**src/hw/rtl/lhpb_pkg.sv**
```systemverilog
// ----------------------------------------------------------------------------
// lhpb_pkg
// Types, codes and constants shared by the height profile binner modules.
// ----------------------------------------------------------------------------
`timescale 1ns / 1ps
`default_nettype none

package lhpb_pkg;

    localparam int DEF_BIN_COUNT = 100;
    localparam int DEF_BIN_MM    = 50;

    localparam int BIN_IDX_W   = 10;
    localparam int CFG_INDEX_W = 2;
    localparam int CFG_DATA_W  = 15;

    localparam logic FUNC_ADD  = 1'b0;
    localparam logic FUNC_READ = 1'b1;

    localparam logic [CFG_INDEX_W-1:0] REG_LANE_CENTER  = 2'd0;
    localparam logic [CFG_INDEX_W-1:0] REG_HALF_WIDTH   = 2'd1;
    localparam logic [CFG_INDEX_W-1:0] REG_PREVIEW      = 2'd2;
    localparam logic [CFG_INDEX_W-1:0] REG_HEIGHT_LIMIT = 2'd3;

    localparam logic signed [11:0] RST_LANE_CENTER  = -12'sd300;
    localparam logic [9:0]         RST_HALF_WIDTH   = 10'd100;
    localparam logic [14:0]        RST_PREVIEW      = 15'd5000;
    localparam logic [10:0]        RST_HEIGHT_LIMIT = 11'd500;

    localparam logic [15:0] COUNT_MAX = 16'hFFFF;

    typedef struct packed {
        logic               func;
        logic signed [15:0] x_mm;
        logic signed [15:0] y_mm;
        logic signed [15:0] z_mm;
        logic [6:0]         bin_select;
    } in_item_t;

    typedef struct packed {
        logic [6:0]         bin_index;
        logic signed [11:0] mean_height_mm;
        logic [15:0]        point_count;
    } out_item_t;

    typedef struct packed {
        logic signed [11:0] lane_center_mm;
        logic [9:0]         lane_half_width_mm;
        logic [14:0]        preview_limit_mm;
        logic [10:0]        height_limit_mm;
    } cfg_t;

    typedef struct packed {
        logic                 is_read;
        logic                 hit;
        logic [BIN_IDX_W-1:0] bin;
        logic signed [15:0]   z_mm;
    } op_t;

endpackage

`default_nettype wire

```
**src/hw/rtl/lhpb_queue.sv**
```systemverilog
// ----------------------------------------------------------------------------
// lhpb_queue
// Four entry queue of classified operations between front and back.
// ----------------------------------------------------------------------------
`timescale 1ns / 1ps
`default_nettype none

module lhpb_queue (
    input  wire logic          clk,
    input  wire logic          rst_n,
    input  wire logic          push,
    input  wire lhpb_pkg::op_t push_op,
    input  wire logic          pop,
    output lhpb_pkg::op_t      head,
    output logic               full,
    output logic               empty
);

    lhpb_pkg::op_t entry_reg [4];
    logic [1:0]    wr_ptr_reg;
    logic [1:0]    rd_ptr_reg;
    logic [2:0]    fill_reg;
    logic [2:0]    fill_next;

    always_comb
    begin
        full      = fill_reg == 3'd4;
        empty     = fill_reg == 3'd0;
        head      = entry_reg[rd_ptr_reg];
        fill_next = fill_reg + 3'(push) - 3'(pop);
    end

    always_ff @(posedge clk or negedge rst_n)
    begin
        if (!rst_n)
        begin
            wr_ptr_reg <= '0;
            rd_ptr_reg <= '0;
            fill_reg   <= '0;
        end
        else
        begin
            if (push)
            begin
                wr_ptr_reg <= wr_ptr_reg + 2'd1;
            end
            if (pop)
            begin
                rd_ptr_reg <= rd_ptr_reg + 2'd1;
            end
            fill_reg <= fill_next;
        end
    end

    always_ff @(posedge clk)
    begin
        if (push)
        begin
            entry_reg[wr_ptr_reg] <= push_op;
        end
    end

endmodule

`default_nettype wire

```
**config.mk**
```make
export PLATFORM = sky130hd
export DESIGN_NAME = lhpb_queue
export DESIGN_NICKNAME = d
export VERILOG_FILES = /design/src/hw/rtl/lhpb_pkg.sv /design/src/hw/rtl/lhpb_queue.sv
export SDC_FILE = /design/constraint.sdc
export NUM_CORES = 1
export LEC_CHECK = 0
export BUFFER_PORTS_ARGS = -buffer_cell sky130_fd_sc_hd__buf_2
export CAP_MARGIN = 20
export CORE_ASPECT_RATIO = 0.5
export CORE_MARGIN = 2
export CORE_UTILIZATION = 56
export CTS_CLUSTER_SIZE = 20
export DETAILED_ROUTE_END_ITERATION = 10
export PLACE_DENSITY = 0.78
export SETUP_SLACK_MARGIN = 0.05
export SYNTH_ARGS = -nofsm -noshare
export SYNTH_HDL_FRONTEND = slang
export SYNTH_SLANG_ARGS = --single-unit
export TNS_END_PERCENT = 1
```
**constraint.sdc**
```tcl
create_clock -name clk -period 2.31 [get_ports clk]
set_input_delay 0.5775 -clock clk [delete_from_list [all_inputs] [get_ports clk]]
set_output_delay 0.5775 -clock clk [all_outputs]
set_load 0.1 [all_outputs]
```
Yosys cells after proc, flatten, opt, wreduce, memory -nomap -nowiden. Memory sizes are Yosys's and may differ from the RTL's. Cells that the tools add are included.

Bits in registers: 7. Bits in writable memories: 112. Logic and storage cells: 12. Memories kept: 1.

$add $sub $neg: 4. Equality and inequality tests: 1. Multiplexer cells: 2. Reduce and logical (&&, ||, !) cells: 1.

Memories: entry_reg (words 4, width 28, read ports 1, clocked after memory_dff 0, write ports 1, RTL line lhpb_queue.sv:19) `lhpb_pkg::op_t entry_reg [4];`.

Operators by type and width (count): $add A2 B1 Y2 const B (2); $add A3 B1 Y3 (1); $eq A3 B3 Y1 const B (1); $logic_not A3 Y1 (1); $sub A3 B1 Y3 (1); $mux W1 (2).

Logic depth before layout (Yosys ltp). Gate-level depths: netlist of the first run.

Depth in word-level cells: 2. Gate-level depth with buffers: 7. Depth with buffers taken out: 7.

Worst setup path after synthesis of the first run. No wires, ideal clock.

Path kind: reg2out. From: register fill_reg[2]. To: output port empty. Arrival time: 2454 ps. Slack: -721 ps. Stages on the path, launching flop included: 2. Cells stage by stage: dfrtp_1 nor3_1.

Longest elaborated chain between the ends: 1.

Ends and longest elaborated chain: start, declared (RTL line lhpb_queue.sv:22) `logic [2:0] fill_reg;`; start signal, assigned (RTL line lhpb_queue.sv:51) `fill_reg <= fill_next;`; $logic_not A3 Y1 (RTL line lhpb_queue.sv:28) `empty = fill_reg == 3'd0;`; end, declared (RTL line lhpb_queue.sv:16) `output logic empty`.

No other way between the ends.

==> qor.yml, run 1 <==
portBuffers: 61
synth_top_cell_by_area: "sky130_fd_sc_hd__edfxtp_1"
fin_crit_ps: 2370
failed_checks: "negative setup slack"
tritoncts.num_buffers: 17
grt_pass1_vias: 2336
wl_per_cell_um: 21.5
dieWidth_um: 130
mappedNetlistNets: 219
h-tree-depth: 4
setup-violations-final: 28
period_share: 1.02
rr_endpoint: "fill_reg[2]$_DFF_PN0_"
drt_wl_total_mm: 8.25
clock_tree.root_cell: "sky130_fd_sc_hd__clkbuf_16"
num-fill-cells: 378
place.gp.congestion: 0.695
endpoint_kind: "output pin"
end_point_of_the_critical_path: "head[23]"
diodes: 0
synth_flop_cell: "sky130_fd_sc_hd__edfxtp_1"
core_area_um2: 7490
path_class: "flop to output pin"
grt_overflow_total: 0
tritoncts: "built"
yosys-mux-area-fraction: 0.142
synth_enable_flop_cells: 112
dp_hpwl_mm: 4.61
clk-insertion-delay-late_ps: 410
drtAntennaViolNets: 0
status: "finished with violations"
syn-instance-count: 180
detail_route.iter0.violations: 144
dominant_combinational_cell_family_by_area_after_synthesis: "multiplexers"
yosys.area_share.xor_xnor: 0.00988
worstReg2RegStart: "fill_reg[0]$_DFF_PN0_"
largest_register_ffs: 112
startpoint_type: "flop"
vias: 2090
synth_fa_ha_area_frac: 0.0215
chipHeight_um: 66.9
worst_slack_ps: -56.9
critPathMaxStageDelay_ps: 570
post_drt_via_cell_ratio: 5.46
antenna_found_initial: 0
maxCapViolations: 0
startpoint: "rd_ptr_reg[0]$_DFFE_PN0P_"
dieArea_um2: 8680
cp_cell_sequence: "buf_4 > mux4_2 > buf_12"
crit_path_top_delay_cell: "sky130_fd_sc_hd__mux4_2"
io_pins: 62
starting_utilization_of_the_core_area: 0.592
area_fraction_in_compound_gates_after_synthesis: 0.00113
timing.hold.worst.class: "input pin to flop"
maxClockFrequency_mhz: 422
instances_no_fill: 383
worst-r2r-cell-count: 7
numClockSinks: 119
placement_rows: 22
crit_required_ps: 1730
grt_pass1_wl_mm: 12.6
rrSetupSlack_ps: 590
cts_buffer_depth: 2
final_util: 0.787
cts_setup_buffers: 0
slew_headroom: 0.676
drcViolationCount: 0
max_slew.worst_pin.slew_ps: 490
place_worst_setup_slack_ps: 284
synthTopCellsByArea: "sky130_fd_sc_hd__edfxtp_1 76%, sky130_fd_sc_hd__mux4_2 14%, sky130_fd_sc_hd__dfrtp_1 4.0%"
placed_cells_incl_taps: 350
synth_simple_gate_area_share: 0.00988
setup_repair_after_global_routing_missed_its_margin: "yes"
worst_skew_ps: 6.38
nets: 301
post_synthesis_sequential_area_ratio: 0.799
hold_viol_final: 0
cp_data_arrival_time_ps: 1790
synth_area_per_cell_um2: 24.6
synth_commonest_cells: "112 x sky130_fd_sc_hd__edfxtp_1, 28 x sky130_fd_sc_hd__mux4_2, 7 x sky130_fd_sc_hd__dfrtp_1"
first_pass_iters: 4
largest_net_degree_at_the_start_of_global_routing: 29
final_layout_size_suffix_gt1_frac: 0.451
async_flop_share: 0.0588
synth-seq-cells: 119
yosysUniqueCellTypes: 16
final.hold.worst_slack_ps: 384
yosys.area.top_type_share: 0.759
yosysMostFrequentCell: "sky130_fd_sc_hd__edfxtp_1"
global_route.usage.total: 0.214
drv_slew: 0
netlist_area_um2: 4430
flow.area_growth_from_synthesis_pct: 33.0
ys_warn_count: 0
clk_pin_slew_worst_paths_ps: 50
worst-path-max-fanout: 9
## layout make-up
cell class	count	area, um^2	share of cell area
clock buffer	20	437	0.0741
clock inverter	12	86.3	0.0146
inverter	6	22.5	0.00382
multi-input combinational	49	823	0.140
sequential	119	3540	0.601
tap	108	135	0.0229
timing repair buffer	69	851	0.144
## critical path: cells and delay by family (launching register included)
kind	cells	cell delay, ps
multiplexers	1	570
buffers and inverters	2	420
flip-flops	1	390
## placed cells by master (no fill, tap or decap), drive strengths merged
cell type      n
bufinv         1
mux4          28
clkinv         9
buf           68
nand2          2
inv            6
and2           4
dlygate4sd3    1
nor3           1
edfxtp       112
o21ai          1
dfrtp          7
clkbuf        20
xnor2          3
xor2           2
fa             1
clkinvlp       2
ha             6
and3           1
## layer usage
metal	up-vias	GRT usage	share of wire
met5	-	0	0
met4	0	0.103	0.016
met3	14	0.0747	0.051
met2	73	0.358	0.52
met1	1084	0.254	0.41
li1	919	-	-
## stage by stage
step	cell area [um^2]	TNS, ps
floorplan	4440	0
global placement	5360	0
detailed placement	5360	0
CTS	5890	-1610
global route	5890	-2760
finish	5890	-1000
## kinds of logic after synthesis
family,count (synthesis)
muxes,28
xor gates and xnor gates,5
AOI/OAI and AO/OA,1
buffers and inverters,12
DFF,119
adders and majority gates,7
and+or+nand+nor,8
## how the worst min path moves through the flow
| stage | start | end | slack, ps | cells after the start |
|---|---|---|---|---|
| 2_1_floorplan | rst_n | fill_reg[0]$_DFF_PN0_ | 280 | 0 |
| 3_3_place_gp | rst_n | fill_reg[0]$_DFF_PN0_ | 420 | 1 |
| 3_5_place_dp | rst_n | fill_reg[0]$_DFF_PN0_ | 420 | 1 |
| 4_1_cts | push_op[4] | entry_reg[1][4]$_DFFE_PP_ | 370 | 1 |
| 5_1_grt | push_op[27] | entry_reg[3][27]$_DFFE_PP_ | 370 | 1 |
| 6_report | push_op[4] | entry_reg[0][4]$_DFFE_PP_ | 380 | 1 |
## repair_timing
action	4_1_cts	5_1_grt
setup endpoints to repair	28	28
gates resized for setup	0	0
gates cloned	0	0
pin swaps	0	0
hold buffers	1	0
endpoints found under the hold margin	7	0
Power of run 1 is not shown: default switching activity piles up to over one toggle a cycle in this logic, so the estimate is an artifact.
==> run 2: changes to the inputs <==
--- a/config.mk
+++ b/config.mk
@@ -9,10 +9,10 @@
 export CAP_MARGIN = 20
 export CORE_ASPECT_RATIO = 0.5
 export CORE_MARGIN = 2
-export CORE_UTILIZATION = 56
+export CORE_UTILIZATION = 51
 export CTS_CLUSTER_SIZE = 20
 export DETAILED_ROUTE_END_ITERATION = 10
-export PLACE_DENSITY = 0.78
+export PLACE_DENSITY = 0.75
 export SETUP_SLACK_MARGIN = 0.05
 export SYNTH_ARGS = -nofsm -noshare
 export SYNTH_HDL_FRONTEND = slang
==> constraint.sdc (replaced) <==
create_clock -name clk -period 2 [get_ports clk]
set_input_delay 0 -clock clk [delete_from_list [all_inputs] [get_ports clk]]
set_output_delay 0 -clock clk [all_outputs]
set_load 0.1 [all_outputs]
==> run 2 against run 1 <==
Compared with the run above: die area grew 9.3%; cell count is 8.9% higher; sequential share of layout area shrank 2.3 points; highest routed layer unchanged; clock-buffer cell count unchanged; worst hold slack got worse by 30 ps; first-iteration DRC count grew 30%; utilization fell by 4.0 points; non-clock buffer count up 33; critical path depth stayed put; the run now ends clean.
==> qor.yml, run 2 (synthesized netlist as in run 1, its figures left out) <==
status: "completed"
maxCapViolations: 0  # unchanged
diodes: 0  # unchanged
nets: 334  # +11%
maxClockFrequency_mhz: 547
final_layout_size_suffix_gt1_frac: 0.397  # -0.0542
met2_usage: 0.350  # -0.00782
crit_buf_inv: 2  # unchanged
finish.instance_area_um2: 6130  # +4.0%
max_slew.worst_pin.slew_ps: 485  # -4.61 ps
antenna_found_initial: 0  # unchanged
largest_net_degree_at_the_start_of_global_routing: 29  # unchanged
first_pass_iters: 5  # +1
setup-violations-final: 0  # -100%
chipHeight_um: 69.9  # +4.5%
slew_headroom: 0.679  # +0.00305
worst_skew_ps: 6.48  # +0.100 ps
core_area_um2: 8200  # +9.5%
placed_cells_incl_taps: 356  # +1.7%
dieArea_um2: 9490  # +9.3%
h-tree-depth: 4  # unchanged
starting_utilization_of_the_core_area: 0.540  # -0.0515
setup_repair_after_global_routing_missed_its_margin: "no"
cp_data_arrival_time_ps: 1830  # +40 ps
hold_viol_final: 0  # unchanged
vias: 2219  # +6.2%
grt_overflow_total: 0  # unchanged
critPathMaxStageDelay_ps: 590  # +20 ps
largest_delay_contributor_family_on_the_critical_path: "multiplexers"
drcViolationCount: 0  # unchanged
ff_latch_area_um2: 3540  # unchanged
grt_util_met1: 0.251  # -0.00307
detail_route.iter0.violations: 187  # +30%
layout_commonest_cell: "sky130_fd_sc_hd__edfxtp_1"
wl_per_cell_um: 20.9  # -3.0%
flow.area_growth_from_synthesis_pct: 38.4
drt_wl_total_mm: 8.71  # +5.6%
timing.hold.worst.class: "input pin to flop"
post_dp_cell_area_um2: 5330  # -0.56%
clk_pin_slew_worst_paths_ps: 50  # about the same
placement_rows: 23  # +4.5%
grt_pass1_vias: 2447  # +4.8%
instances_no_fill: 417  # +8.9%
io_pins: 62  # unchanged
fin_crit_ps: 1830
gr-max-usage-layer: "met2"
endpoint_kind: "output pin"
num-fill-cells: 438  # +16%
cts_setup_buffers: 0  # unchanged
tritoncts.num_buffers: 17  # unchanged
dieWidth_um: 136  # +4.6%
clk-insertion-delay-late_ps: 400  # about the same
startpoint_type: "flop"
period_share: 0.914
dp_hpwl_mm: 4.72  # +2.4%
path_class: "flop to output pin"
tritoncts: "built"
grt_pass1_wl_mm: 13.5  # +7.1%
crit_path_top_delay_cell: "sky130_fd_sc_hd__mux4_2"
numClockSinks: 119  # unchanged
largest_register_ffs: 112  # unchanged
cts_buffer_depth: 2  # unchanged
clock_tree.root_cell: "sky130_fd_sc_hd__clkbuf_16"
drv_slew: 0  # unchanged
drtAntennaViolNets: 0  # unchanged
place.gp.congestion: 0.635  # -8.6%
global_route.usage.total: 0.206  # -0.00813
post_drt_via_cell_ratio: 5.32  # -2.5%
worst-path-max-fanout: 14  # +5
multiInputGateArea_um2: 823  # unchanged
crit_required_ps: 2000  # +270 ps
most-common-layout-cells: "112 x sky130_fd_sc_hd__edfxtp_1, 33 x sky130_fd_sc_hd__buf_2, 32 x sky130_fd_sc_hd__dlygate4sd3_1, 29 x sky130_fd_sc_hd__buf_12, 28 x sky130_fd_sc_hd__mux4_2"
setup-tns-final_ps: 0  # +1000 ps
cp_cell_sequence: "buf_4 > mux4_2 > buf_12"
portBuffers: 61  # unchanged
grtUsageMet3: 0.0654  # -0.00934
run 2: cell types whose count changed in the layout (fill, tap and decap cells not counted):
cell	change
sky130_fd_sc_hd__dlygate4sd3_1	+31
sky130_fd_sc_hd__clkinv_1	+2
sky130_fd_sc_hd__buf_12	-4
sky130_fd_sc_hd__clkinvlp_4	-2
sky130_fd_sc_hd__buf_4	+5
sky130_fd_sc_hd__bufinv_16	-1
sky130_fd_sc_hd__clkinv_2	-2
sky130_fd_sc_hd__buf_6	+1
run 2: area by class of cell:
type                    count  share of cell area
multi-input cells          49               0.134
repair buffers            102               0.184
well taps                 112              0.0229
clock inverters             9             0.00633
flip-flops and latches    119               0.577
clock buffers              20              0.0712
inverters                   6             0.00367
run 2: per-layer routing:
metal  wire (um)  part of all wire
met1        3430              0.39
met2        4720              0.54
met3         448             0.051
met5           0                 0
met4         106             0.012
run 2: worst paths after layout:
| check | start | to | slack, ps | cells past startpoint |
|---|---|---|---|---|
| min reg2reg | wr_ptr_reg[0]$_DFFE_PN0P_ | wr_ptr_reg[0]$_DFFE_PN0P_ | 530 | 1 |
| max reg2reg | fill_reg[0]$_DFF_PN0_ | fill_reg[2]$_DFF_PN0_ | 290 | 7 |
| min | push_op[2] | entry_reg[1][2]$_DFFE_PP_ | 350 | 2 |
| max in group asynchronous | rst_n | rd_ptr_reg[0]$_DFFE_PN0P_ | 1110 | 3 |
| min in group asynchronous | rst_n | wr_ptr_reg[0]$_DFFE_PN0P_ | 590 | 3 |
| max | rd_ptr_reg[0]$_DFFE_PN0P_ | head[14] | 170 | 3 |
run 2: per-stage QoR:
step,worst slack (ps),hold slack [ps],utilization
2_1_floorplan,298,-296,-
3_3_place_gp,387,-161,0.650
3_5_place_dp,292,-150,0.650
4_1_cts,88.2,338,0.747
5_1_grt,87.9,342,0.748
6_report,172,353,0.748
run 2: repair_timing:
item,4_1_cts,5_1_grt
hold buffers,32,0
gates resized for setup,0,1
setup endpoints to repair,0,7
endpoints found under the hold margin,124,0
run 2: worst register-to-register path, cell delays in order, from the launching register on:
cell,delay (ps)
sky130_fd_sc_hd__dfrtp_1,370
sky130_fd_sc_hd__inv_1,70
sky130_fd_sc_hd__ha_1,260
sky130_fd_sc_hd__inv_1,30
sky130_fd_sc_hd__ha_1,190
sky130_fd_sc_hd__fa_1,380
sky130_fd_sc_hd__xnor2_1,170
sky130_fd_sc_hd__xnor2_1,150
Power of run 2 is left out for the same reason.
==> run 3: changes to the inputs <==
--- a/config.mk
+++ b/config.mk
@@ -14,6 +14,7 @@
 export DETAILED_ROUTE_END_ITERATION = 10
 export PLACE_DENSITY = 0.75
 export SETUP_SLACK_MARGIN = 0.05
+export SKIP_LAST_GASP = 1
 export SYNTH_ARGS = -nofsm -noshare
 export SYNTH_HDL_FRONTEND = slang
 export SYNTH_SLANG_ARGS = --single-unit
==> constraint.sdc (replaced) <==
create_clock -name clk -period 2 [get_ports clk]
set_input_delay 0 -clock clk [delete_from_list [all_inputs] [get_ports clk]]
set_output_delay 0 -clock clk [all_outputs]
set_load 0.05 [all_outputs]
==> run 3 against run 2 <==
Compared with the run above: cell count rose by 1.4%; die area did not move; critical path depth did not move; routed wire length fell by 10%; flip-flop and latch count did not move; sequential share of layout area rose by 2.7 points; worst setup slack got worse by 1.5 ps; worst hold slack improved by 3.8 ps; fmax barely moved; critical endpoint is now head[13]; largest cell class unchanged; highest routed layer unchanged.
==> qor.yml, run 3 (synthesized netlist as in run 1, its figures left out) <==
dp_hpwl_mm: 4.62  # -2.1%
hold_path_cells: 2  # unchanged
cts_buffer_depth: 2  # unchanged
seq_power_share: 0.342
timing.hold.worst.class: "input pin to flop"
vias: 2203  # -0.72%
worst-path-max-fanout: 17  # +3
clkPwrFrac: 0.308
antenna_found_initial: 0  # unchanged
starting_utilization_of_the_core_area: 0.540  # unchanged
first_pass_iters: 4  # -1
chipHeight_um: 69.9  # unchanged
rrSetupSlack_ps: 320  # +30 ps
global_route.usage.total: 0.187  # -0.0196
source_of_the_worst_hold_timing_path: "push_op[21]"
final_layout_size_suffix_gt1_frac: 0.424  # +0.0277
cp_cell_sequence: "buf_6 > mux4_2 > buf_2"
diodes: 0  # unchanged
power.share.combinational: 0.350
hold_viol_final: 0  # unchanged
power-per-cell-area_nw_per_um2: 1710
h-tree-depth: 4  # unchanged
vdd_drop_max_uv: 1040
slew_headroom: 0.753  # +0.0744
maxCapViolations: 0  # unchanged
power_report.internal_total_uw: 6490
crit_path_top_delay_cell: "sky130_fd_sc_hd__mux4_2"
grt_pass1_wl_mm: 12.5  # -7.3%
crit_required_ps: 2000  # about the same
post_drt_via_cell_ratio: 5.21  # -2.1%
fin_crit_ps: 1830  # +1.45 ps
p_leak_uw: 0.00214
drt_wl_total_mm: 7.80  # -10%
drv_slew: 0  # unchanged
grt_overflow_total: 0  # unchanged
nets: 337  # +0.90%
numClockSinks: 119  # unchanged
max_slew.worst_pin.slew_ps: 369  # -116 ps
final_util: 0.714  # -0.0339
tritoncts: "built"
grt_pass1_vias: 2446  # -0.041%
setup-tns-final_ps: 0  # unchanged
flow.area_growth_from_synthesis_pct: 32.1
dieWidth_um: 136  # unchanged
dieArea_um2: 9490  # unchanged
worst_skew_ps: 4.80  # -1.68 ps
net-switching-power_uw: 3520
layout_commonest_cell: "sky130_fd_sc_hd__edfxtp_1"
io_pins: 62  # unchanged
path_class: "flop to output pin"
drcViolationCount: 0  # unchanged
clk-insertion-delay-late_ps: 400  # about the same
whs_endpoint: "entry_reg[2][21]$_DFFE_PP_"
clock_tree.root_cell: "sky130_fd_sc_hd__clkbuf_16"
detail_route.iter0.violations: 169  # -9.6%
placement_rows: 23  # unchanged
critPathMaxStageDelay_ps: 570  # -20 ps
startpoint_type: "flop"
wl_per_cell_um: 18.4  # -12%
tritoncts.num_buffers: 17  # unchanged
largest_register_ffs: 112  # unchanged
period_share: 0.914  # about the same
most-common-layout-cells: "112 x sky130_fd_sc_hd__edfxtp_1, 61 x sky130_fd_sc_hd__buf_2, 32 x sky130_fd_sc_hd__dlygate4sd3_1, 28 x sky130_fd_sc_hd__mux4_2, 17 x sky130_fd_sc_hd__clkbuf_16"
largest_net_degree_at_the_start_of_global_routing: 21  # -28%
drtAntennaViolNets: 0  # unchanged
power.switching_fraction: 0.352
clk_pin_slew_worst_paths_ps: 50  # about the same
endpoint_kind: "output pin"
worstReg2RegStart: "fill_reg[0]$_DFF_PN0_"
worst-r2r-cell-count: 7  # unchanged
largest_delay_contributor_family_on_the_critical_path: "multiplexers"
rr_endpoint: "fill_reg[2]$_DFF_PN0_"
cp_data_arrival_time_ps: 1830  # about the same
crit_buf_inv: 2  # unchanged
setup_repair_after_global_routing_missed_its_margin: "no"
core_area_um2: 8200  # unchanged
setup-violations-final: 0  # unchanged
portBuffers: 61  # unchanged
maxClockFrequency_mhz: 547  # about the same
status: "completed"
place.gp.congestion: 0.660  # +3.8%
[run 3: changes by cell type in the layout (fill, tap and decap cells not counted), sizes merged]
cell,previous run,this run
bufinv,0,4
clkinv,9,6
clkbuf,20,19
clkinvlp,0,3
buf,70,73
[run 3: stage by stage]
| step | worst slack (ps) | std cells | power (uW) | cell area, um^2 | hold WS [ps] |
|---|---|---|---|---|---|
| after floorplan | 298 | 180 | 6200 | 4430 | -296 |
| after global placement | 409 | 359 | 6860 | 4920 | -159 |
| after detailed placement | 326 | 359 | 6950 | 4920 | -150 |
| after CTS | 125 | 423 | 10100 | 5850 | 338 |
| after global routing | 78.7 | 423 | 10400 | 5850 | 353 |
| final | 171 | 423 | 10000 | 5850 | 357 |
[run 3: worst max path at each step]
| stage | depth (start not counted) | from | to | slack [ps] |
|---|---|---|---|---|
| 2_1_floorplan | 3 | wr_ptr_reg[0]$_DFFE_PN0P_ | entry_reg[2][0]$_DFFE_PP_ | 300 |
| 3_3_place_gp | 7 | fill_reg[0]$_DFF_PN0_ | fill_reg[2]$_DFF_PN0_ | 410 |
| 3_5_place_dp | 7 | fill_reg[0]$_DFF_PN0_ | fill_reg[2]$_DFF_PN0_ | 330 |
| 4_1_cts | 3 | rd_ptr_reg[0]$_DFFE_PN0P_ | head[13] | 120 |
| 5_1_grt | 3 | rd_ptr_reg[0]$_DFFE_PN0P_ | head[13] | 80 |
| 6_report | 3 | rd_ptr_reg[0]$_DFFE_PN0P_ | head[13] | 170 |
[run 3: area by class of cell]
class	instances	area [um^2]
Sequential cell	119	3540
Multi-Input combinational cell	49	818
Fill cell	497	2350
Clock buffer	19	433
Inverter	6	22.5
Tap cell	112	140
Timing Repair Buffer	105	719
Clock inverter	13	180
[run 3: metal layers]
layer  wire length, um  part of all wire  GRT usage  up-vias
li1                  -                 -          -      995
met2              4150              0.53      0.313       44
met4               116             0.015     0.0810        0
met3               269             0.035     0.0683       13
met1              3260              0.42      0.220     1151
met5                 0                 0          0        -
[run 3: repair_timing]
action | 4_1_cts | 5_1_grt
setup buffers | 0 | 0
hold buffers | 32 | 0
resized for setup | 1 | 0
endpoints found under the hold margin | 124 | 0
setup endpoints to repair | 1 | 0
[run 3: power by group through the flow]
stage | Sequential [uW] | Combinational [uW] | Clock (uW)
final | 3430 | 3500 | 3080
after global routing | 3480 | 3700 | 3270
after CTS | 3430 | 3560 | 3140
after detailed placement | 3470 | 3480 | 0
after global placement | 3430 | 3430 | 0
after floorplan | 3430 | 2770 | 0
Power figures use the tool's default switching activity.
