**config.mk**
```make
export PLATFORM = sky130hd
export DESIGN_NAME = lhpb_front
export DESIGN_NICKNAME = d
export VERILOG_FILES = /design/src/hw/rtl/lhpb_pkg.sv /design/src/hw/rtl/lhpb_front.sv
export SDC_FILE = /design/constraint.sdc
export NUM_CORES = 1
export LEC_CHECK = 0
export BUFFER_PORTS_ARGS = -buffer_cell sky130_fd_sc_hd__buf_2
export CORE_AREA = 2 2 118 120
export CTS_BUF_LIST = sky130_fd_sc_hd__clkbuf_16
export CTS_CLUSTER_SIZE = 28
export DETAILED_ROUTE_END_ITERATION = 8
export DIE_AREA = 0 0 120 122
export PLACE_DENSITY = 0.77
export SYNTH_ARGS = -nofsm -noshare
export SYNTH_HDL_FRONTEND = slang
export SYNTH_SLANG_ARGS = --single-unit
```
**constraint.sdc**
```tcl
create_clock -name clk -period 6.5 [get_ports clk]
set_input_delay 0.325 -clock clk [delete_from_list [all_inputs] [get_ports clk]]
set_output_delay 0.325 -clock clk [all_outputs]
set_load 0.01 [all_outputs]
```
**src/hw/rtl/lhpb_pkg.sv**
```systemverilog
// ----------------------------------------------------------------------------
// lhpb_pkg
// Types, codes and constants shared by the height profile binner modules.
// ----------------------------------------------------------------------------
`timescale 1ns / 1ps
`default_nettype none

package lhpb_pkg;

    localparam int DEF_BIN_COUNT = 100;
    localparam int DEF_BIN_MM    = 50;

    localparam int BIN_IDX_W   = 10;
    localparam int CFG_INDEX_W = 2;
    localparam int CFG_DATA_W  = 15;

    localparam logic FUNC_ADD  = 1'b0;
    localparam logic FUNC_READ = 1'b1;

    localparam logic [CFG_INDEX_W-1:0] REG_LANE_CENTER  = 2'd0;
    localparam logic [CFG_INDEX_W-1:0] REG_HALF_WIDTH   = 2'd1;
    localparam logic [CFG_INDEX_W-1:0] REG_PREVIEW      = 2'd2;
    localparam logic [CFG_INDEX_W-1:0] REG_HEIGHT_LIMIT = 2'd3;

    localparam logic signed [11:0] RST_LANE_CENTER  = -12'sd300;
    localparam logic [9:0]         RST_HALF_WIDTH   = 10'd100;
    localparam logic [14:0]        RST_PREVIEW      = 15'd5000;
    localparam logic [10:0]        RST_HEIGHT_LIMIT = 11'd500;

    localparam logic [15:0] COUNT_MAX = 16'hFFFF;

    typedef struct packed {
        logic               func;
        logic signed [15:0] x_mm;
        logic signed [15:0] y_mm;
        logic signed [15:0] z_mm;
        logic [6:0]         bin_select;
    } in_item_t;

    typedef struct packed {
        logic [6:0]         bin_index;
        logic signed [11:0] mean_height_mm;
        logic [15:0]        point_count;
    } out_item_t;

    typedef struct packed {
        logic signed [11:0] lane_center_mm;
        logic [9:0]         lane_half_width_mm;
        logic [14:0]        preview_limit_mm;
        logic [10:0]        height_limit_mm;
    } cfg_t;

    typedef struct packed {
        logic                 is_read;
        logic                 hit;
        logic [BIN_IDX_W-1:0] bin;
        logic signed [15:0]   z_mm;
    } op_t;

endpackage

`default_nettype wire

```
**src/hw/rtl/lhpb_front.sv**
```systemverilog
// ----------------------------------------------------------------------------
// lhpb_front
// Accepts items, applies the lateral, forward and height window and works
// out the bin of each kept point; pushes kept adds and all reads into the queue.
// ----------------------------------------------------------------------------
`timescale 1ns / 1ps
`default_nettype none

module lhpb_front #(
    parameter int BIN_COUNT = lhpb_pkg::DEF_BIN_COUNT,
    parameter int BIN_MM    = lhpb_pkg::DEF_BIN_MM
) (
    input  wire logic             clk,
    input  wire logic             rst_n,
    input  wire lhpb_pkg::cfg_t   cfg,
    input  wire logic             clearing,
    input  wire logic             in_valid,
    output logic                  in_stall,
    input  wire lhpb_pkg::in_item_t in_data,
    output logic                  push,
    output lhpb_pkg::op_t         push_op,
    input  wire logic             queue_full
);

    // Division by the bin width as a multiply by a rounded-up reciprocal,
    // exact for every 15 bit forward distance.
    localparam int          BIN_SH    = 15 + $clog2(BIN_MM);
    localparam logic [16:0] BIN_RECIP = 17'(((64'd1 << BIN_SH) + BIN_MM - 1) / BIN_MM);

    logic               s1_valid_reg;
    logic               s1_func_reg;
    logic               s1_keep_reg;
    logic [31:0]        s1_prod_reg;
    logic signed [15:0] s1_z_reg;
    logic [6:0]         s1_sel_reg;

    logic signed [13:0] win_lo;
    logic signed [13:0] win_hi;
    logic               y_ok;
    logic               x_ok;
    logic               z_ok;
    logic [16:0]        z_ext;
    logic [16:0]        z_abs;
    logic [14:0]        bin_q;
    logic               bin_ok;
    logic               sel_ok;
    logic               s1_free;
    logic               accept;

    always_comb
    begin
        win_lo = 14'(cfg.lane_center_mm) - $signed({4'b0, cfg.lane_half_width_mm});
        win_hi = 14'(cfg.lane_center_mm) + $signed({4'b0, cfg.lane_half_width_mm});
        y_ok   = ($signed(in_data.y_mm) >= 16'(win_lo)) &&
                 ($signed(in_data.y_mm) <= 16'(win_hi));
        x_ok   = !in_data.x_mm[15] && (in_data.x_mm[14:0] <= cfg.preview_limit_mm);
        z_ext  = {in_data.z_mm[15], in_data.z_mm};
        z_abs  = in_data.z_mm[15] ? (~z_ext + 17'd1) : z_ext;
        z_ok   = z_abs <= {6'b0, cfg.height_limit_mm};
    end

    always_comb
    begin
        bin_q   = 15'(s1_prod_reg >> BIN_SH);
        bin_ok  = 32'(bin_q) < BIN_COUNT;
        sel_ok  = 32'(s1_sel_reg) < BIN_COUNT;
        push    = s1_valid_reg && ((s1_func_reg == lhpb_pkg::FUNC_READ) ||
                                   (s1_keep_reg && bin_ok)) && !queue_full;
        s1_free = !s1_valid_reg || push ||
                  ((s1_func_reg == lhpb_pkg::FUNC_ADD) && !(s1_keep_reg && bin_ok));
        in_stall = clearing || !s1_free;
        accept   = in_valid && !in_stall;

        push_op.is_read = s1_func_reg;
        push_op.hit     = (s1_func_reg == lhpb_pkg::FUNC_READ) ? sel_ok : 1'b1;
        push_op.bin     = (s1_func_reg == lhpb_pkg::FUNC_READ) ?
                          lhpb_pkg::BIN_IDX_W'(s1_sel_reg) :
                          lhpb_pkg::BIN_IDX_W'(bin_q);
        push_op.z_mm    = s1_z_reg;
    end

    always_ff @(posedge clk or negedge rst_n)
    begin
        if (!rst_n)
        begin
            s1_valid_reg <= 1'b0;
        end
        else if (s1_free)
        begin
            s1_valid_reg <= accept;
        end
    end

    always_ff @(posedge clk)
    begin
        if (accept)
        begin
            s1_func_reg <= in_data.func;
            s1_keep_reg <= y_ok && x_ok && z_ok;
            s1_prod_reg <= 32'(in_data.x_mm[14:0]) * 32'(BIN_RECIP);
            s1_z_reg    <= in_data.z_mm;
            s1_sel_reg  <= in_data.bin_select;
        end
    end

endmodule

`default_nettype wire

```
# Word level (Yosys, flattened, before mapping)

Cells that the tools add are included.

Bitwise gates (word level): 2
Equality and inequality tests: 0
Order comparisons: 6
Multiplexer cells: 3
Divide/modulo/power cells: 0
Shift-type cells: 0
Add/subtract/negate cells: 3
Reductions and logical operators: 19
Multipliers: 1

Operators with widths:

| cell                     | count |
|---|---|
| $mul A15 B13 Y28 const B | 1 |
| $add A17 B1 Y17 const B  | 1 |
| $le A17 B11 Y1           | 1 |
| $mux W17                 | 1 |
| $not A17 Y17             | 1 |
| $ge A16 B13 Y1           | 1 |
| $le A16 B13 Y1           | 1 |
| $le A15 B15 Y1           | 1 |
| $add A12 B11 Y13         | 1 |
| $sub A12 B11 Y13         | 1 |
| $lt A10 B7 Y1 const B    | 1 |
| $mux W10                 | 1 |
| $logic_and A1 B1 Y1      | 9 |
| $lt A7 B7 Y1 const B     | 1 |
| $logic_not A1 Y1         | 6 |
| $logic_or A1 B1 Y1       | 4 |
| $mux W1                  | 1 |
| $not A1 Y1               | 1 |

Latch bits: 0
Logic and storage cells: 40
Bits of input ports: 109
Flip-flop bits (word level): 54
Output and inout bits: 30
Memory bits (read-only): 0
Memories kept: 0
RAM bits: 0

# Longest topological paths before layout

Gate-level depths: netlist of the first run.

Depth in word-level cells: 11
Depth in mapped cells: 19
Mapped depth without buffers: 19

# Worst setup path after synthesis of the first run

OpenSTA, ideal clock, no wires.

Kind: input to register
Start point: in in_data[44] in the netlist's numbering
End point: reg s1_prod_reg[30] (data pin)
Stages: 18
Buffers on the path: 0
Path slack: 1.621 ns
Library setup time: 0.260 ns
Arrival time: 4.619 ns
Cells stage by stage: inv_1 > fa_1 > inv_1 > ha_1 > fa_1 > fa_1 > inv_1 > fa_1 > inv_1 > ha_1 > a21oi_1 > o221ai_1 > a2111oi_0 > o21ai_0 > a211o_1 > a31o_2 > a21oi_1 > xnor2_1

Longest elaborated chain between the ends: 1

RTL lines:

| item                 | RTL line          | RTL |
|---|---|---|
| start, declared      | lhpb_front.sv:19  | `input wire lhpb_pkg::in_item_t in_data,` |
| $mul A15 B13 Y28     | lhpb_front.sv:100 | `s1_prod_reg <= 32'(in_data.x_mm[14:0]) * 32'(BIN_RECIP);` |
| end signal, assigned | lhpb_front.sv:100 |  |
| end, declared        | lhpb_front.sv:33  | `logic [31:0] s1_prod_reg;` |

No other way between the ends.
A chain may end at the register's enable or synchronous reset.

# Final worst setup path of the first run

Same ends and word-level chain as after synthesis.

==> results of run 1 <==
through the flow:
step                      instances  total power [W]
after global routing           1039          0.00233
after detailed placement       1030          0.00182
after CTS                      1039          0.00210
final                          1039          0.00209
after global placement         1030          0.00176
after floorplan                 721          0.00142
area by class of cell:
| type | count | area, um2 | area share (%) |
|---|---|---|---|
| inverters | 154 | 578 | 7.09 |
| multi-input cells | 522 | 5410 | 66.3 |
| repair buffers | 139 | 701 | 8.59 |
| clock inverters | 3 | 38.8 | 0.476 |
| well taps | 180 | 225 | 2.76 |
| clock buffers | 5 | 125 | 1.53 |
| flip-flops and latches | 36 | 1080 | 13.2 |
final timing paths:
kind / from / end / slack (ns) / cells past startpoint
max reg2reg: s1_func_reg / s1_prod_reg[26] / 4.27 / 4
min: in_data[3] / s1_sel_reg[3] / 0.22 / 1
max in group asynchronous: rst_n / s1_valid_reg / 6.05 / 2
min in group asynchronous: rst_n / s1_valid_reg / 0.36 / 2
min reg2reg: s1_valid_reg / s1_valid_reg / 0.69 / 2
max: in_data[44] / s1_prod_reg[30] / 1.34 / 19
cell usage in the layout, fill, tap and decap left out, types with 15 or more instances in the layout:
master,synthesis,layout
o21ai_0,27,27
ha_1,171,171
inv_1,154,155
a21oi_1,35,35
nor2_1,21,20
xnor2_1,23,23
fa_1,71,71
nand2_1,15,15
buf_2,1,138
edfxtp_1,35,35
worst reg2reg max path: stages, from the launching register on:
cell,delay [ns]
edfxtp_1,0.59
a21oi_1,0.21
nor2b_1,0.09
a21o_1,0.22
nor2_4,0.75
per-layer routing:
| layer | track usage (%) | vias up |
|---|---|---|
| li1 | - | 2739 |
| met1 | 28.8 | 2536 |
| met2 | 36.4 | 119 |
| met3 | 2.90 | 21 |
| met4 | 3.31 | 0 |
| met5 | 0 | - |
power by group through the flow:
stage	registers, W	logic [W]	clock network (W)
6_report	0.000335	0.00149	0.000266
2_1_floorplan	0.000336	0.00109	0
3_3_place_gp	0.000338	0.00142	0
5_1_grt	0.000339	0.00172	0.000278
4_1_cts	0.000336	0.00149	0.000268
3_5_place_dp	0.000339	0.00148	0
logic make-up (layout without fill, tap and decap cells):
family | Yosys count | after routing | synth area share (%)
buffers and inverters | 163 | 301 | 8.69
AOI/OAI and AO/OA | 124 | 124 | 11.5
adders and majority gates | 243 | 243 | 50.3
and+or+nand+nor | 110 | 110 | 8.48
DFF | 36 | 36 | 15.2
xor gates and xnor gates | 37 | 37 | 4.57
muxes | 8 | 8 | 1.25
==> impl_results.md, run 1 <==
* Status: finished, final reports clean
* CORE AREA at 0.0135 mm2
* Leak Pwr at 4.32 nW
* HP Class: in2reg
* Die Height at 122 um
* First-pass GRT wire length at 24800 um
* Top cell type's share of synthesized area at 30.2%
* CTS Buffer Depth at 2
* DR iter-0 viols at around 270
* Comb power frac at 71.2%
* Share of the yosys chip area belonging to registers at 15.2%
* Sequential share of power at between 10% and 20%
* Residual DRC at 0
* Top Layer Used: met4
* Mapped Cells at 721
* Number of placement rows at 43
* WL/cell at between 10 and 15 um
* Total track usage at 21.1%
* Crit. End Element: register
* Final setup viols at 0
* Met2 routed WL at between 7000 and 8000 um
* Least-Margin Pin Slew at approximately 0.98 ns
* Yosys top cell by area: ha_1
* Finished Core Util at 60.4%
* Setup Total Neg Slack at 0 ns
* CTS-repair resized insts at 0
* Min cycle time layout at 5.16 ns
* Post-synth top flop: edfxtp_1
* Die W at between 100 and 150 um
* RePlAce Congestion at 0.858
* Final clock skew at between 0.004 and 0.005 ns
* Synth top cells by count: ha_1 (171), inv_1 (154), fa_1 (71)
* Slew headroom at 34.5%
* Pre-CTS setup slack at 1.05 ns
* NetSw at 0.000930 W
* Period utilisation layout at between 70 and 80%
* CP Launch Type: input pin
* Final Hold Slack at between 0.2 and 0.25 ns
* Max cap viols at 0
* Fmax at between 150 and 200 MHz
* Largest net degree at the start of global routing at 37
* Hold Fails Final Rpt at 0
* P_int at 0.00116 W
* Top-Level Pins at between 100 and 150
* Post-DP HPWL at 13500 um
* DR WL met3 at 666 um
* EDFF count, synth at 35
* DRT Pass-1 Iters at 4
* Final Cell Area at 0.00815 mm2
* Post-synth ARST share at 2.78%
* CP Data Required Time at roughly 6.5 ns
* Peak VDD IR at just under 0.2 mV
* Final worst slack at 1.34 ns
* Fillers at 1147
* Cell Chain, Critical Path: buf_2 -> inv_1 -> fa_1 -> inv_1 -> ha_1 -> fa_1 -> fa_1 -> inv_1 -> fa_1 -> inv_1 -> ha_1 -> a21oi_1 -> o221ai_1 -> a2111oi_0 -> o21ai_0 -> a211o_1 -> a31o_2 -> a21oi_1 -> xnor2_1
* Hold_buf cts at 1
* Total clock sinks at 36
* Die ar. at between 0.01 and 0.015 mm2
* Count of final max-slew check failures at 0
* Count leader, synth: ha_1
* DRT Wirelength at approximately 15000 um
* Crit path max-delay family: adder cells
* Synth warn at 0
* TritonCTS Buffers at 5
* CP max FO at 5
* Critical path's largest stage delay at 0.55 ns
* Power Density at 256 mW/mm2
* Synthesized area per cell at 9.84 um2
* CTS tree: done
* Synth area leaders: ha_1 (30%), fa_1 (20%), edfxtp_1 (15%)
* Post-DP Area at 0.00798 mm2
* Type of the worst setup path: in2reg
* Clock network fraction of design power at 12.7%
* Unrepaired setup endpoints after global routing: false
* N_diodes at 0
* Initial antenna violation count at 0
* CTS HTree Levels at 2
* Starting Density at 52.5%
* Remaining antenna violation count at 0
* Post-synth design cell area at 0.00709 mm2
* Crit path DAT at 5.19 ns
* Worst path slowest cell: fa_1
* Clock-pin slew of the registers on the worst-case setup and hold paths at 0.06 ns
* WL met1 at 7130 um
* Growth of design area from synthesis to finish at 14.9%
* Vias post-DR at 5415
* Sw Ratio at ~44%
* Clk root buf: clkbuf_16
* FF+latch count, synth at 36
* Layout cell share with drive strength beyond 1 at around a fifth
* Number of flip-flops in the largest register at 16
* Mapped Nets at 1072
* Post-CTS setup buffer count at 0
* Final nets at 1209
* Vias in the first global route at 5452
* IO Port Bufs at 138
* CP Buf/Inv Count at 5
* Vias per Instance at 5.21
* Synth unique cells at 56
* Worst-Skew Late Latency at approximately 0.28 ns
* GR Overflow Total at 0
(Power assumes the default switching activity.)
==> run 2, diff against run 1 <==
Settings changed: ABC_AREA set to 1, CORE_AREA 2 2 118 120 to 2 2 124 126, DIE_AREA 0 0 120 122 to 0 0 126 128, PLACE_DENSITY 0.77 to 0.76.
Clock period 6.5 ns to 5.2 ns, I/O delays scaled along.
==> impl_results.md, run 2 <==
* Final setup viols at 0 (unchanged)
* Number of flip-flops in the largest register at 16 (unchanged)
* Synth area leaders: ha_1 (27%), fa_1 (18%), edfxtp_1 (13%) (was ha_1 (30%), fa_1 (20%), edfxtp_1 (15%))
* Remaining antenna violation count at 0 (unchanged)
* Total clock sinks at 36 (unchanged)
* RePlAce Congestion at 0.909 (was 0.858)
* Yosys top cell by area: ha_1 (unchanged)
* CP Launch Type: input pin (unchanged)
* DRT Wirelength at 17200 um (was 15300 um)
* Slew headroom at 71.5% (was 34.5%)
* Type of the worst setup path: in2reg (unchanged)
* Initial antenna violation count at 0 (unchanged)
* Unrepaired setup endpoints after global routing: false (unchanged)
* Hold_buf cts at 1 (unchanged)
* Synth top cells by count: inv_1 (215), nand2_1 (179), ha_1 (171) (was ha_1 (171), inv_1 (154), fa_1 (71))
* Mapped Nets at 1323 (was 1072)
* Die W at 126 um (was 120 um)
* Layout cell share with drive strength beyond 1 at 14.7% (was 18.6%)
* Fmax at 234 MHz
* Vias in the first global route at 6691 (was 5452)
* Count of final max-slew check failures at 0 (unchanged)
* Post-synth top flop: edfxtp_1 (unchanged)
* Max cap viols at 0 (unchanged)
* Setup Total Neg Slack at 0 ns (unchanged)
* Post-Layout Cell Count at 1301 (was 1039)
* CTS-repair resized insts at 0 (unchanged)
* Least-Margin Pin Slew at 0.428 ns (was 0.980 ns)
* Vias post-DR at 6547 (was 5415)
* Sw Ratio at 50.4% (was 44.5%)
* Clock-pin slew of the registers on the worst-case setup and hold paths at 0.05 ns (was 0.06 ns)
* CTS HTree Levels at 2 (unchanged)
* Top-Level Pins at 139 (unchanged)
* Leak Pwr at 5.02 nW (was 4.32 nW)
* Mapped Cells at 972 (was 721)
* Comb power frac at 76.4% (was 71.2%)
* TritonCTS Buffers at 5 (unchanged)
* Final clock skew at 0.00311 ns (was 0.00472 ns)
* Vias per Instance at 5.03 (was 5.21)
* Sequential share of power at 13.3% (was 16.0%)
* Clock network fraction of design power at 10.3% (was 12.7%)
* Total track usage at 21.6% (was 21.1%)
* FF+latch count, synth at 36 (unchanged)
* Starting Density at 52.6% (was 52.5%)
* GR Overflow Total at 0 (unchanged)
* Min cycle time layout at 4.27 ns
* WL/cell at 13.2 um (was 14.7 um)
* Growth of design area from synthesis to finish at 13.5% (was 14.9%)
* CORE AREA at 0.0149 mm2 (was 0.0135 mm2)
* Hold Fails Final Rpt at 0 (unchanged)
* Post-synth ARST share at 2.78% (unchanged)
* P_int at 0.00157 W (was 0.00116 W)
* EDFF count, synth at 35 (unchanged)
* Placed insts at 1292 (was 1030)
* CP Data Required Time at 5.23 ns (was 6.53 ns)
* Most frequent cells in the layout: inv_1 (215), nand2_1 (179), ha_1 (171), buf_2 (138), nor2_1 (73) (was ha_1 (171), inv_1 (155), buf_2 (138), fa_1 (71))
* Commonest non-fill, non-tap cell in the layout: inv_1 (was ha_1)
* Crit. End Element: register (unchanged)
* Count leader, synth: inv_1 (was ha_1)
* Number of placement rows at 45 (was 43)
* Worst-Skew Late Latency at 0.27 ns (was 0.28 ns)
* Peak VDD IR at 0.243 mV (was 0.197 mV)
* Largest net degree at the start of global routing at 36 (was 37)
* Status: finished, final reports clean (unchanged)
* First-pass GRT wire length at 29000 um (was 24800 um)
* CTS tree: done (unchanged)
* Synthesized area per cell at 8.04 um2 (was 9.84 um2)
* Power Density at 357 mW/mm2 (was 256 mW/mm2)
* DR iter-0 viols at 227 (was 268)
* Period utilisation layout at 82.1%
* Crit path DAT at 4.30 ns (was 5.19 ns)
* CP max FO at 7 (was 5)
* Share of the yosys chip area belonging to registers at 13.8% (was 15.2%)
* CTS Buffer Depth at 2 (unchanged)
* N_diodes at 0 (unchanged)
* Die ar. at 0.0161 mm2 (was 0.0146 mm2)
* NetSw at 0.00160 W (was 0.000930 W)
* Synth unique cells at 43 (was 56)
* Post-DP HPWL at 15200 um (was 13500 um)
* Die Height at 128 um (was 122 um)
* DRT Pass-1 Iters at 5 (was 4)
* Synth warn at 0 (unchanged)
* Post-CTS setup buffer count at 0 (unchanged)
* Final nets at 1463 (was 1209)
* Top cell type's share of synthesized area at 27.4% (was 30.2%)
* Residual DRC at 0 (unchanged)
* HP Class: in2reg (unchanged)
* Clk root buf: clkbuf_16 (unchanged)
* Post-synth design cell area at 0.00782 mm2 (was 0.00709 mm2)
* IO Port Bufs at 138 (unchanged)
-- run 2: worst max-delay path: stages --
cell     delay, ns
buf_2         0.22
fa_1          0.46
ha_1          0.31
inv_1         0.05
fa_1          0.47
inv_1         0.06
fa_1          0.52
inv_1         0.05
fa_1          0.53
inv_1         0.04
ha_1          0.34
a21oi_1       0.20
o21ai_0       0.14
a21oi_1       0.15
nand3_1       0.17
nand2_1       0.10
nand3_1       0.08
xor2_1        0.14
-- run 2: cell families (layout without fill, tap and decap cells) --
family,Yosys count,after routing,synth area share (%)
fa+ha+maj,242,242,45.6
buf+inv,229,370,11.3
flops,36,36,13.8
xor+xnor,40,40,4.48
compound gates,105,105,7.83
simple gates,320,320,17.1
-- run 2: routing by layer --
metal  vias up  part of all wire [%]  track usage [%]
li1       3383                     -                -
met1      2984                    47             27.8
met2       153                    47             39.5
met3        27                   3.2             1.50
met4         0                   2.4             5.88
met5         -                     0                0
-- run 2: worst paths after layout --
| kind | startpoint | to | slack [ns] | depth (start not counted) |
|---|---|---|---|---|
| max | in_data[49] | s1_prod_reg[29] | 0.93 | 18 |
| min | in_data[6] | s1_sel_reg[6] | 0.16 | 1 |
| max reg2reg | s1_func_reg | s1_func_reg | 3.20 | 6 |
| min reg2reg | s1_valid_reg | s1_valid_reg | 0.60 | 2 |
| max in group asynchronous | rst_n | s1_valid_reg | 4.84 | 2 |
| min in group asynchronous | rst_n | s1_valid_reg | 0.28 | 2 |
-- run 2: stage by stage --
stage               hold WS (ns)  util [%]  area [um2]  total power (W)  setup WS [ns]
floorplan                -0.0356         -        7820          0.00226           1.12
global placement          0.0348      58.6        8700          0.00278          0.756
detailed placement        0.0349      58.6        8700          0.00283          0.636
CTS                        0.151      59.7        8880          0.00317          0.930
global route               0.147      59.7        8880          0.00358          0.709
finish                     0.158      59.7        8880          0.00317          0.933
-- run 2: cell type report --
cell class              count  area, um2
clock buffers               5        125
clock inverters             3       37.5
fillers                  1358       5990
inverters                 222        833
multi-input cells         707       5860
flip-flops and latches     36       1080
well taps                 188        235
repair buffers            140        708
-- run 2: power by group through the flow --
stage	clock network [W]	logic, W	registers [W]
after floorplan	0	0.00184	0.000424
after global placement	0	0.00235	0.000426
after detailed placement	0	0.00240	0.000427
after CTS	0.000330	0.00242	0.000421
after global routing	0.000345	0.00281	0.000424
final	0.000325	0.00242	0.000422
==> run 3, diff against run 2 <==
Settings changed: CORE_AREA 2 2 124 126 to 2 2 125 127, DIE_AREA 0 0 126 128 to 0 0 127 129, PLACE_DENSITY 0.76 to 0.78.
Clock period 5.2 ns to 3.5 ns, I/O delays scaled along.
==> impl_results.md, run 3 (synthesized netlist as in run 2, its figures left out) <==
* Top-Level Pins at 139 (unchanged)
* Number of placement rows at 45 (unchanged)
* Growth of design area from synthesis to finish at 29.0% (was 13.5%)
* Final setup viols at 10 (was 0)
* GR Overflow Total at 0 (unchanged)
* Starting Density at 52.2% (was 52.6%)
* Leak Pwr at 5.45 nW (was 5.02 nW)
* CTS tree: done (unchanged)
* Fmax at 253 MHz
* Remaining antenna violation count at 0 (unchanged)
* Number of flip-flops in the largest register at 16 (unchanged)
* RePlAce Congestion at 0.895 (was 0.909)
* Total clock sinks at 36 (unchanged)
* Type of the worst setup path: in2reg (unchanged)
* Vias in the first global route at 7264 (was 6691)
* Period utilisation layout at 113%
* Setup Total Neg Slack at -3.90 ns (was 0 ns)
* HP Class: in2reg (unchanged)
* Residual DRC at 0 (unchanged)
* DR iter-0 viols at 347 (was 227)
* Status: complete, but fails checks (was finished, final reports clean)
* Finished Core Util at 67.3% (was 59.7%)
* Largest net degree at the start of global routing at 36 (unchanged)
* Layout cell share with drive strength beyond 1 at 27.7% (was 14.7%)
* Crit path DAT at 3.96 ns (was 4.30 ns)
* Clock-pin slew of the registers on the worst-case setup and hold paths at 0.05 ns (about the same)
* Worst-Skew Late Latency at 0.27 ns (about the same)
* Vias post-DR at 7092 (was 6547)
* Vias per Instance at 5.16 (was 5.03)
* Die ar. at 0.0164 mm2 (was 0.0161 mm2)
* TritonCTS Buffers at 5 (unchanged)
* Slew headroom at 36.0% (was 71.5%)
* Final Hold Slack at 0.0766 ns (was 0.158 ns)
* First-pass GRT wire length at 31400 um (was 29000 um)
* Hold Fails Final Rpt at 0 (unchanged)
* Fillers at 1172 (was 1358)
* Most frequent cells in the layout: inv_1 (195), nand2_1 (168), ha_1 (145), buf_2 (127), buf_4 (74) (was inv_1 (215), nand2_1 (179), ha_1 (171), buf_2 (138), nor2_1 (73))
* Post-DP HPWL at 15800 um (was 15200 um)
* Commonest non-fill, non-tap cell in the layout: inv_1 (unchanged)
* DRT Wirelength at 19500 um (was 17200 um)
* CORE AREA at 0.0150 mm2 (was 0.0149 mm2)
* Die W at 127 um (was 126 um)
* CTS HTree Levels at 2 (unchanged)
* CP Launch Type: input pin (unchanged)
* Min cycle time layout at approximately 3.9 ns
* Final worst slack at -0.448 ns (was 0.933 ns)
* Max cap viols at 0 (unchanged)
* Total track usage at 23.5% (was 21.6%)
* Power Density at 723 mW/mm2 (was 357 mW/mm2)
* Die Height at 129 um (was 128 um)
* Clk root buf: clkbuf_16 (unchanged)
* Least-Margin Pin Slew at 0.957 ns (was 0.428 ns)
* Final nets at 1537 (was 1463)
* CP Data Required Time at 3.51 ns (was 5.23 ns)
* WL/cell at 14.2 um (was 13.2 um)
* Failing checks: setup timing
* Crit. End Element: register (unchanged)
* IO Port Bufs at 138 (unchanged)
* Peak VDD IR at 0.768 mV (was 0.243 mV)
* CP max FO at 5 (was 7)
* Unrepaired setup endpoints after global routing: true (was false)
* Final clock skew at 0.00516 ns (was 0.00311 ns)
* N_diodes at 0 (unchanged)
* Count of final max-slew check failures at 0 (unchanged)
* CTS Buffer Depth at 2 (unchanged)
* DRT Pass-1 Iters at 5 (unchanged)
* Initial antenna violation count at 0 (unchanged)
run 3: worst max-delay path: stages:
cell      delay (ns)
buf_12          0.11
fa_1            0.49
ha_1            0.31
inv_2           0.04
fa_1            0.50
fa_1            0.53
fa_1            0.54
inv_2           0.05
ha_4            0.26
a21oi_2         0.21
o21ai_2         0.10
a211oi_2        0.23
o211ai_1        0.19
xor2_1          0.20
run 3: layout make-up:
class	instances	area (um2)	share of cell area [%]
Multi-Input combinational cell	707	6390	63.3
Timing Repair Buffer	214	1380	13.7
Sequential cell	36	1080	10.7
Inverter	222	837	8.30
Tap cell	188	235	2.33
Clock buffer	5	125	1.24
Clock inverter	3	38.8	0.385
run 3: final timing paths:
check	start	endpoint	slack, ns	cells after the start
max in group asynchronous	rst_n	s1_valid_reg	3.20	2
worst max-delay path	in_data[52]	s1_prod_reg[28]	-0.45	14
worst min-delay path	in_data[0]	s1_sel_reg[0]	0.08	1
worst min register to register	s1_valid_reg	s1_valid_reg	0.57	2
worst max register to register	s1_func_reg	s1_z_reg[4]	1.16	5
min in group asynchronous	rst_n	s1_valid_reg	0.22	2
run 3: power breakdown:
group	internal [W]	switching, W
logic	0.00282	0.00335
registers	0.000603	0.0000240
clock network	0.000332	0.000156
total	0.00376	0.00353
run 3: stage by stage:
stage	area [um2]	worst slack, ns	total power (W)	instances
6_report	10100	-0.448	0.00729	1375
5_1_grt	10100	-0.568	0.00790	1375
4_1_cts	9930	-0.336	0.00661	1372
3_5_place_dp	9420	-0.775	0.00551	1359
3_3_place_gp	9420	-0.722	0.00538	1359
2_1_floorplan	8030	-0.277	0.00396	972
run 3: per-layer routing:
layer,vias to the layer above,global-route usage [%],wire [um]
met3,48,2.12,656
met5,-,0,0
met4,0,6.66,546
met2,182,46.5,10300
li1,3537,-,-
met1,3325,26.9,7990
run 3: what timing repair did:
| action | 4_1_cts | 5_1_grt |
|---|---|---|
| resized for setup | 73 | 36 |
| setup endpoints to repair | 10 | 10 |
| hold endpoints to repair | 1 | 0 |
| pin swaps | 46 | 31 |
| hold buffers | 1 | 0 |
| setup buffers | 4 | 4 |
